==> config.mk <==
export PLATFORM = sky130hd
export DESIGN_NAME = hsc_queue
export DESIGN_NICKNAME = d
export VERILOG_FILES = /design/src/hsc_pkg.sv /design/src/hsc_queue.sv
export SDC_FILE = /design/constraint.sdc
export NUM_CORES = 1
export LEC_CHECK = 0
export ABC_AREA = 1
export BUFFER_PORTS_ARGS = -buffer_cell sky130_fd_sc_hd__buf_2
export CORE_MARGIN = 1.5
export CORE_UTILIZATION = 49
export CTS_BUF_LIST = sky130_fd_sc_hd__clkbuf_2
export CTS_CLUSTER_SIZE = 10
export DETAILED_ROUTE_END_ITERATION = 10
export PLACE_DENSITY = 0.87
export SLEW_MARGIN = 40
export SYNTH_ARGS = -nofsm -noshare
export SYNTH_HDL_FRONTEND = slang
export SYNTH_SLANG_ARGS = --single-unit
==> constraint.sdc <==
create_clock -name i_clk -period 4.65 [get_ports i_clk]
set_clock_uncertainty 0.2 [all_clocks]
set_input_delay 0.93 -clock i_clk [delete_from_list [all_inputs] [get_ports i_clk]]
set_output_delay 0.93 -clock i_clk [all_outputs]
set_load 0.02 [all_outputs]
==> src/hsc_pkg.sv <==
// Shared types, constants and codes for the hashed sample count table.
`timescale 1ns / 1ps

package hsc_pkg;

    // Table geometry (TABLE_SIZE must be a power of two)
    localparam int TABLE_SIZE  = 16384;
    localparam int PROBE_LIMIT = 32;
    localparam int IDX_W       = $clog2(TABLE_SIZE);
    localparam int PRB_W       = $clog2(PROBE_LIMIT + 1);

    // Hash: only product bits [HASH_W-1:32] are needed for the slot index
    localparam int HASH_W = 32 + IDX_W;
    localparam int HALF_W = (HASH_W + 1) / 2;
    localparam int HI_W   = HASH_W - HALF_W;
    localparam int PROD_W = 2 * HALF_W;

    localparam logic [63:0]       HASH_MULT = 64'd11400714819323198485;
    localparam logic [HALF_W-1:0] MULT_LO   = HASH_MULT[HALF_W-1:0];
    localparam logic [HI_W-1:0]   MULT_HI   = HASH_MULT[HASH_W-1:HALF_W];

    // Job queue between front and back
    localparam int QUEUE_DEPTH = 2;
    localparam int QPTR_W      = $clog2(QUEUE_DEPTH);
    localparam int QCNT_W      = $clog2(QUEUE_DEPTH + 1);

    typedef enum logic [2:0] {
        ST_EXISTING = 3'd0,
        ST_NEW      = 3'd1,
        ST_OVERFLOW = 3'd2,
        ST_DROPPED  = 3'd3,
        ST_READ     = 3'd4
    } t_status;

    typedef enum logic [1:0] {
        OP_RECORD = 2'd0,
        OP_DROP   = 2'd1,
        OP_READ   = 2'd2
    } t_op;

    typedef struct packed {
        logic        func;
        logic        has_interpreter;
        logic [63:0] method_key;
        logic [13:0] read_index;
    } t_cmd;

    typedef struct packed {
        t_status     status;
        logic [13:0] slot_index;
        logic [63:0] slot_key;
        logic [31:0] slot_count;
        logic [63:0] total_samples;
        logic [63:0] overflow_samples;
        logic [63:0] dropped_samples;
    } t_result;

    typedef struct packed {
        t_op              op;
        logic [63:0]      key;
        logic [IDX_W-1:0] index;
    } t_job;

    typedef struct packed {
        logic [63:0] key;
        logic [31:0] count;
    } t_slot;

    typedef struct packed {
        logic full;
        logic empty;
    } t_queue_flags;

endpackage

==> src/hsc_queue.sv <==
// Small in-order job queue between the front and the back end.
`timescale 1ns / 1ps

module hsc_queue (
    input  logic                  i_clk,
    input  logic                  i_rst_n,
    input  logic                  i_push,
    input  hsc_pkg::t_job         i_job,
    input  logic                  i_pop,
    output hsc_pkg::t_job         o_head,
    output hsc_pkg::t_queue_flags o_flags
);

    hsc_pkg::t_job               r_entry [hsc_pkg::QUEUE_DEPTH];
    logic [hsc_pkg::QPTR_W-1:0]  r_wr_ptr, r_rd_ptr;
    logic [hsc_pkg::QCNT_W-1:0]  r_count;

    always_ff @(posedge i_clk) begin
        if (!i_rst_n) begin
            r_wr_ptr <= '0;
            r_rd_ptr <= '0;
            r_count  <= '0;
        end else begin
            if (i_push) begin
                r_wr_ptr <= r_wr_ptr + 1'b1;
            end
            if (i_pop) begin
                r_rd_ptr <= r_rd_ptr + 1'b1;
            end
            if (i_push && !i_pop) begin
                r_count <= r_count + 1'b1;
            end else if (i_pop && !i_push) begin
                r_count <= r_count - 1'b1;
            end
        end
        if (i_push) begin
            r_entry[r_wr_ptr] <= i_job;
        end
    end

    assign o_head        = r_entry[r_rd_ptr];
    assign o_flags.full  = (r_count == hsc_pkg::QCNT_W'(hsc_pkg::QUEUE_DEPTH));
    assign o_flags.empty = (r_count == '0);

endmodule

==> results.md <==
* Vias at 3092
* Final Worst Setup Slack at a little over 1000 ps
* Top-count cell post-synth: edfxtp_1
* Overall power at ~2.9 mW
* CP arrival at 2500 ps
* Min-Delay Path Class: in2reg
* Pint at roughly 2.2 mW
* Synth area leaders: edfxtp_1, mux2_4, buf_12
* Sw Ratio at 25.3%
* Pins Over Slew Limit at 0
* CP Class: reg2out
* YS warnings at 0
* Share of Yosys cell area claimed by the top area cell type at between 70% and 80%
* Clock power frac at 26.1%
* Non-Filler Instances at 648
* R2r startpoint: r_wr_ptr$_SDFFE_PN0P_
* P per Cell Area at 380 nW/um^2
* HPWL Detailed at between 6 and 7 mm
* Max cap viols at 0
* Clk sinks at 165
* Reg2reg setup slack at around 2500 ps
* Cts repair resizes at 0
* Rel. slew slack at between 50% and 60%
* Combinational Power Share at 13.1%
* Hold Fails Final Rpt at 0
* Area growth from synthesis to final layout at 18.3%
* RSZ-0062 raised after global routing: false
* Area of the die at 13800 um^2
* # IOs at 166
* CTS tree: built
* Drt wl/cell at 15.6 um
* Slew @ Worst Pin at between 700 and 800 ps
* Final setup vio count at 0
* Nets at ~550
* Post-CTS Setup Bufs at 0
* Setup crit end kind: primary output
* Clock-pin slew on the worst setup and hold paths at approximately 230 ps
* Tcrit/Tclk final at around 78%
* Achievable frequency at roughly 0.28 GHz
* Site Rows at ~40
* Worst-path maximum fanout at 42
* Global route overflow at 0
* Seq/Total Area, Yosys at 76.6%
* Layout cells sized above 1 at 59.5%
* Post-synth EDFFs at 160
* GP Congestion at 0.686
* Syn nets at between 300 and 400
* Root Driver: clkbuf_2
* Peak supply drop at 0.000243 V
* Yosys reg bits at approximately 170
* Die H at 117 um
* # H-tree levels at 4
* Number of global-route vias before repair at 3212
* DRT iter0 DRCs at 181
* Post-layout min period at around 3600 ps
* Psw at about 0.73 mW
* LEAKAGE at 3.06 nW
* Slowest-stage cell, CP: dfxtp_4
* Post-Syn Area per Cell at 22.6 um^2
* Worst-Skew Late Latency at 710 ps
* Antenna Nets Post-Route at 0
* CTS Hold Bufs at 0
* Async S/R FF share, synth at 0%
* Post-Syn Area at 6400 um^2
* Worst path max stage delay at a little under 900 ps
* Count of buffers from port buffering at ~170
* TritonCTS Buffers at 17
* Sequential Power Share at about three fifths
* Status: finished, final reports clean
* DRC errors left at 0
* Syn Inst Count at 284
* Via density at 4.77
* Die W at 117 um
* CP top delay family: flip-flops
* Core footprint at 12700 um^2
* First-pass GRT wire length at 15.8 mm
* Commonest cells in the netlist: edfxtp_1, mux2_4, nor2_1
* Distinct cells, synth at 13
* DP Cell Count at 616
* Cell taking the most area after synthesis: edfxtp_1
* Placed cell areas at 7330 um^2
* Initial antenna violation count at 0
* Final setup TNS at 0 ps
* N_diodes at 0
* Detailed Route WL at 10.1 mm
* DRT Pass-1 Iters at 4
* Commonest register cell after synthesis: edfxtp_1
* Hold_sp: i_job[60]
* Fin area at approximately 7600 um^2
* Crit-path cells: buf_12, mux2_4, buf_2
* GRT Util Overall at 15.2%
* Largest net degree at the start of global routing at 46
* Clk buf depth at 2
* Dpl ws at 1690 ps
* WP buf/inv at 2
* Startpoint Class: flop
* Starting Density at 50.5%
* Critical path data required time at approximately 3500 ps
path summary, 6_finish.rpt:
| path | to | depth (start not counted) |
|---|---|---|
| setup / recovery | o_head[44] | 3 |
| hold reg to reg | r_rd_ptr$_SDFFE_PN0P_ | 3 |
| hold / removal | r_entry[1][60]$_DFFE_PP_ | 1 |
| setup reg to reg | r_entry[1][71]$_DFFE_PP_ | 3 |
power by group through the flow:
stage,sequential (mW),clock [mW],combinational (mW)
6_report,1.75,0.752,0.377
2_1_floorplan,1.77,0,0.284
5_1_grt,1.76,0.842,0.401
3_5_place_dp,1.79,0,0.380
3_3_place_gp,1.78,0,0.371
4_1_cts,1.75,0.785,0.381
sequential cells by signal, summed over array words and instances (netlist names), named ones only:
register  count
r_wr_ptr      1
r_rd_ptr      1
r_entry     160
r_count       2
final cells by class:
type / instances / area [um^2]
fillers: 927 / 5090
flip-flops and latches: 165 / 4910
multi-input cells: 102 / 1310
repair buffers: 169 / 868
well taps: 172 / 215
clock inverters: 13 / 151
clock buffers: 19 / 95.1
inverters: 8 / 32.5
layer usage:
metal | share of wire (%) | wire length, um | global-route usage (%)
met1 | 41 | 4130 | 17.2
met2 | 51 | 5140 | 25.3
met3 | 6.7 | 682 | 6.27
met4 | 1.8 | 187 | 6.48
met5 | 0 | 0 | 0
worst register-to-register path, cell delays in order, from the launching register on:
cell     delay, ps
dfxtp_1        460
nand2_1        150
inv_4          470
buf_4          540
metrics by stage:
stage	hold slack [ps]	utilization, %
floorplan	263	-
global route	50.5	59.8
CTS	76.5	59.8
global placement	279	57.8
finish	175	59.8
detailed placement	310	57.8
cells in the final DEF, fill, tap and decap left out:
cell type,n
nor2_1,8
inv_8,1
inv_1,7
nor2_4,1
buf_12,1
clkinv_1,1
dfxtp_4,1
buf_2,165
nand3_1,1
clkinv_4,5
inv_4,1
nand4_1,1
clkinvlp_4,2
ha_1,1
o21ai_0,1
clkbuf_2,19
bufinv_16,2
edfxtp_1,160
a21oi_1,1
mux2_4,80
inv_6,2
dfxtp_1,4
nand2_1,8
buf_4,3
kinds of logic after synthesis:
kind of cell	Yosys count	synth area share, %
adders and majority gates	1	0.195
buffers and inverters	17	3.15
and+or+nand+nor	19	1.17
DFF	165	76.6
AOI/OAI and AO/OA	2	0.156
muxes	80	18.8
Note: power is estimated with default switching activity, not from simulation.
