### config.mk
export PLATFORM = sky130hd
export DESIGN_NAME = hsc_front
export DESIGN_NICKNAME = d
export VERILOG_FILES = /design/src/hsc_pkg.sv /design/src/hsc_front.sv
export SDC_FILE = /design/constraint.sdc
export NUM_CORES = 1
export LEC_CHECK = 0
export ABC_AREA = 1
export BUFFER_PORTS_ARGS = -buffer_cell sky130_fd_sc_hd__buf_2
export CAP_MARGIN = 20
export CORE_MARGIN = 1.5
export CORE_UTILIZATION = 40
export CTS_CLUSTER_DIAMETER = 200
export DETAILED_ROUTE_END_ITERATION = 8
export PLACE_DENSITY = 0.63
export SKIP_CTS_REPAIR_TIMING = 1
export SLEW_MARGIN = 0
export SYNTH_ARGS = -nofsm -noshare
export SYNTH_HDL_FRONTEND = slang
export SYNTH_SLANG_ARGS = --single-unit
### constraint.sdc
create_clock -name i_clk -period 7.7 [get_ports i_clk]
set_clock_uncertainty 0.15 [all_clocks]
set_input_delay 0 -clock i_clk [delete_from_list [all_inputs] [get_ports i_clk]]
set_output_delay 0 -clock i_clk [all_outputs]
set_load 0.01 [all_outputs]
### src/hsc_pkg.sv
// Shared types, constants and codes for the hashed sample count table.
`timescale 1ns / 1ps

package hsc_pkg;

    // Table geometry (TABLE_SIZE must be a power of two)
    localparam int TABLE_SIZE  = 16384;
    localparam int PROBE_LIMIT = 32;
    localparam int IDX_W       = $clog2(TABLE_SIZE);
    localparam int PRB_W       = $clog2(PROBE_LIMIT + 1);

    // Hash: only product bits [HASH_W-1:32] are needed for the slot index
    localparam int HASH_W = 32 + IDX_W;
    localparam int HALF_W = (HASH_W + 1) / 2;
    localparam int HI_W   = HASH_W - HALF_W;
    localparam int PROD_W = 2 * HALF_W;

    localparam logic [63:0]       HASH_MULT = 64'd11400714819323198485;
    localparam logic [HALF_W-1:0] MULT_LO   = HASH_MULT[HALF_W-1:0];
    localparam logic [HI_W-1:0]   MULT_HI   = HASH_MULT[HASH_W-1:HALF_W];

    // Job queue between front and back
    localparam int QUEUE_DEPTH = 2;
    localparam int QPTR_W      = $clog2(QUEUE_DEPTH);
    localparam int QCNT_W      = $clog2(QUEUE_DEPTH + 1);

    typedef enum logic [2:0] {
        ST_EXISTING = 3'd0,
        ST_NEW      = 3'd1,
        ST_OVERFLOW = 3'd2,
        ST_DROPPED  = 3'd3,
        ST_READ     = 3'd4
    } t_status;

    typedef enum logic [1:0] {
        OP_RECORD = 2'd0,
        OP_DROP   = 2'd1,
        OP_READ   = 2'd2
    } t_op;

    typedef struct packed {
        logic        func;
        logic        has_interpreter;
        logic [63:0] method_key;
        logic [13:0] read_index;
    } t_cmd;

    typedef struct packed {
        t_status     status;
        logic [13:0] slot_index;
        logic [63:0] slot_key;
        logic [31:0] slot_count;
        logic [63:0] total_samples;
        logic [63:0] overflow_samples;
        logic [63:0] dropped_samples;
    } t_result;

    typedef struct packed {
        t_op              op;
        logic [63:0]      key;
        logic [IDX_W-1:0] index;
    } t_job;

    typedef struct packed {
        logic [63:0] key;
        logic [31:0] count;
    } t_slot;

    typedef struct packed {
        logic full;
        logic empty;
    } t_queue_flags;

endpackage

### src/hsc_front.sv
// Front end: takes commands, classifies them and hashes sample keys.
`timescale 1ns / 1ps

module hsc_front (
    input  logic                  i_clk,
    input  logic                  i_rst_n,
    input  logic                  i_accept,
    input  hsc_pkg::t_cmd         i_cmd,
    input  hsc_pkg::t_queue_flags i_q_flags,
    output logic                  o_push,
    output hsc_pkg::t_job         o_job,
    output logic                  o_busy
);

    typedef enum logic [2:0] {
        F_IDLE = 3'b001,
        F_MUL  = 3'b010,
        F_PUSH = 3'b100
    } t_fstate;

    t_fstate                     r_state, n_state;
    hsc_pkg::t_job               r_job, n_job;
    logic [1:0]                  r_step, n_step;
    logic [hsc_pkg::HASH_W-1:0]  r_acc, n_acc;
    logic [hsc_pkg::PROD_W-1:0]  r_prod;
    logic [hsc_pkg::HALF_W-1:0]  op_a, op_b;

    // Shared multiplier: three partial products of the low hash bits
    always_comb begin
        case (r_step)
            2'd1: begin
                op_a = r_job.key[hsc_pkg::HALF_W-1:0];
                op_b = hsc_pkg::HALF_W'(hsc_pkg::MULT_HI);
            end
            2'd2: begin
                op_a = hsc_pkg::HALF_W'(r_job.key[hsc_pkg::HASH_W-1:hsc_pkg::HALF_W]);
                op_b = hsc_pkg::MULT_LO;
            end
            default: begin
                op_a = r_job.key[hsc_pkg::HALF_W-1:0];
                op_b = hsc_pkg::MULT_LO;
            end
        endcase
    end

    always_comb begin
        n_state = r_state;
        n_job   = r_job;
        n_step  = r_step;
        n_acc   = r_acc;
        unique case (r_state)
            F_IDLE: begin
                if (i_accept) begin
                    n_job.key   = i_cmd.method_key;
                    n_job.index = hsc_pkg::IDX_W'(i_cmd.read_index);
                    n_step      = 2'd0;
                    if (i_cmd.func) begin
                        n_job.op = hsc_pkg::OP_READ;
                        n_state  = F_PUSH;
                    end else if (!i_cmd.has_interpreter || i_cmd.method_key == 64'd0) begin
                        n_job.op = hsc_pkg::OP_DROP;
                        n_state  = F_PUSH;
                    end else begin
                        n_job.op = hsc_pkg::OP_RECORD;
                        n_state  = F_MUL;
                    end
                end
            end
            F_MUL: begin
                n_step = r_step + 2'd1;
                if (r_step == 2'd1) begin
                    n_acc = r_prod[hsc_pkg::HASH_W-1:0];
                end else if (r_step != 2'd0) begin
                    n_acc = r_acc + {r_prod[hsc_pkg::HI_W-1:0], {hsc_pkg::HALF_W{1'b0}}};
                end
                if (r_step == 2'd3) begin
                    n_job.index = n_acc[hsc_pkg::HASH_W-1:32];
                    n_state     = F_PUSH;
                end
            end
            F_PUSH: begin
                if (!i_q_flags.full) begin
                    n_state = F_IDLE;
                end
            end
            default: begin
                n_state = F_IDLE;
            end
        endcase
    end

    always_ff @(posedge i_clk) begin
        if (!i_rst_n) begin
            r_state <= F_IDLE;
        end else begin
            r_state <= n_state;
        end
        r_job  <= n_job;
        r_step <= n_step;
        r_acc  <= n_acc;
        r_prod <= hsc_pkg::PROD_W'(op_a) * hsc_pkg::PROD_W'(op_b);
    end

    assign o_push = (r_state == F_PUSH) && !i_q_flags.full;
    assign o_job  = r_job;
    assign o_busy = (r_state != F_IDLE);

endmodule

==> results.md <==
- Multi-input logic area: 15,190 µm²
- Chip Height: ~240 µm
- Synthesized area: ~22,000 µm²
- Crit path max-delay family: adder cells
- CTS buffer count: 17
- Top_reg_cell synth: edfxtp_1
- Global route total overflow: 0
- Post-synth top area cell: fa_1
- Ys async rst share: 0%
- Max Freq: around 130 MHz
- Synth area leaders: fa_1 (33%), edfxtp_1 (14%), ha_1 (13%)
- Initial antenna violation count: 1
- Port bufs: 165
- Most frequent cells in the layout: inv_1 (728), nand2_1 (418), fa_1 (368)
- Num ports: around 170
- Hpwl dp: 58.47 mm
- Final nets: about 3,600
- Max H-tree Level: 4
- Clock sinks: 154
- Final ANT Viol Nets: 0
- Crit path DAT: 7.72 ns
- Initial DRC Count: a little over 1,000
- Final setup violation count: 0
- Seq. cell area: ~4100 µm²
- DIE WIDTH: approximately 240 µm
- RSZ-0062 raised after global routing: yes
- Worst EP required: slightly below 8 ns
- Vias per cell: between 4 and 5
- Crit start category: flop
- First-pass GRT wire length: approximately 100 mm
- GRT Util Overall: 23.83%
- Fin cells: 3,589
- Critical path class: reg2reg
- Post-Syn Instances: 2,528
- Max Cap Viol: 0
- Max-slew violations: 0
- Fill count: slightly above 5,000
- Final period util: between 90% and 100%
- DP Cell Count: 3,468
- Fin crit period: roughly 7.5 ns
- DR WL/cell: around 19 µm
- Post-synth EDFFs: approximately 110
- Outcome: finished, final reports clean
- Worst rel slew slack: a little over a third
- Largest net degree at the start of global routing: a little under 70
- Setup crit end kind: flop
- Netlist cell types: 44
- Mean Syn Cell Area: 8.729 µm²
- Maximum clock path buffer count: 2
- Core region area: between 50,000 and 60,000 µm²
- Pre-antenna DRT Iters: 7
- Vias in the first global route: 17,860
- Clk slew on worst S/H paths: 0.08 ns
- Via count: 17,600
- Die Area: between 50,000 and 60,000 µm²
- Sequential cell area fraction in the yosys report: a little under a fifth
- Commonest non-fill, non-tap cell in the layout: inv_1
- Crit-path slowest cell: fa_1
- Worst-margin pin slew: 0.9561 ns
- Routability congestion estimate: about 1.0
- Synth Register Bits: 154
- Synth top area share: 33.38%
- Hold Fails Final Rpt: 0
- Initial Utilization: about two fifths
- Worst path buffer plus inverter count: 9
- CP max FO: 6
- Rows: 85
- CTS root buf: clkbuf_16
- Warnings, synthesis: 0
- Worst hold path class: in2reg
- CTS tree: yes
- DRC viols: 0
- Worst skew pair latency: ~0.47 ns
- Share of post-route cells with drive strength above 1: between 10% and 20%
- Area grow syn2layout: 17.07%
- Slowest Stage Delay on Critical Path: between 0.5 and 0.6 ns
- Routed wire length: 68.00 mm
==> Yosys cell counts (5+ instances only) <==
| library cell | number |
|---|---|
| nand4_1 | 24 |
| edfxtp_1 | 105 |
| nand3_1 | 64 |
| a21oi_1 | 61 |
| o21ai_2 | 7 |
| nor2_2 | 16 |
| o21ai_1 | 11 |
| xor2_1 | 29 |
| clkbuf_1 | 9 |
| a21oi_2 | 6 |
| ha_1 | 235 |
| dfxtp_1 | 49 |
| nor3_1 | 12 |
| nor2_1 | 207 |
| nand2_1 | 418 |
| nand2_2 | 19 |
| o21ai_0 | 52 |
| o21bai_1 | 13 |
| fa_1 | 368 |
| inv_1 | 733 |
| a21boi_0 | 8 |
| xnor2_1 | 10 |
| nand3_2 | 5 |
| a31oi_1 | 10 |
| buf_2 | 6 |
| or2_2 | 13 |
==> final timing paths <==
kind              start         end  slack, ns  cells after the start
max reg2reg   r_step[0]  r_prod[24]       0.23                     28
min           i_cmd[30]   o_job[30]       0.10                      2
max           r_step[0]  r_prod[24]       0.23                     28
min reg2reg  r_prod[24]   r_acc[24]       0.36                      2
==> stage by stage <==
step                      setup WS [ns]  utilization [%]  hold WS (ns)  setup TNS, ns  cell area [µm²]
final                            0.2302            47.72        0.1046              0            25830
after global placement          0.01680            45.04       0.04139              0            24380
after global routing           -0.06699            47.72       0.09963        -0.2656            25830
after CTS                      -0.01243            46.03       -0.4550       -0.01243            24920
after floorplan                  0.1273                -       -0.1025              0            22150
after detailed placement        0.02488            45.04       0.04255              0            24380
==> state kept, by name (all words and copies together), names as in the netlist <==
register / flops
r_acc: 23
r_prod: 46
o_job: 80
r_state: 3
r_step: 2
==> routing by layer <==
layer	vias up	global-route usage (%)	routed length, µm
met3	132	3.228	3462
met5	-	0	0
met4	0	8.203	2557
met1	8650	30.43	28040
li1	8247	-	-
met2	569	41.45	33940
==> final cells by class <==
cell class	instances	share of cell area (%)
repair inverters	1	0.02906
clock inverters	14	0.4262
well taps	696	3.371
inverters	737	10.72
multi-input cells	1637	58.81
repair buffers	330	8.960
flip-flops and latches	154	16.00
clock buffers	18	1.661
diodes	2	0.01937
==> cells by family (layout without fill, tap and decap cells) <==
family,Yosys count,in the layout,share of synthesized area (%)
AOI/OAI and AO/OA,182,182,4.853
xor gates and xnor gates,39,39,1.548
adders and majority gates,603,603,46.71
buffers and inverters,758,1100,13.03
DFF,154,154,18.73
other,2,25,0.03403
and+or+nand+nor,790,790,15.09
Power is not shown: default switching activity piles up to over one toggle a cycle in this logic, so the estimate is an artifact.
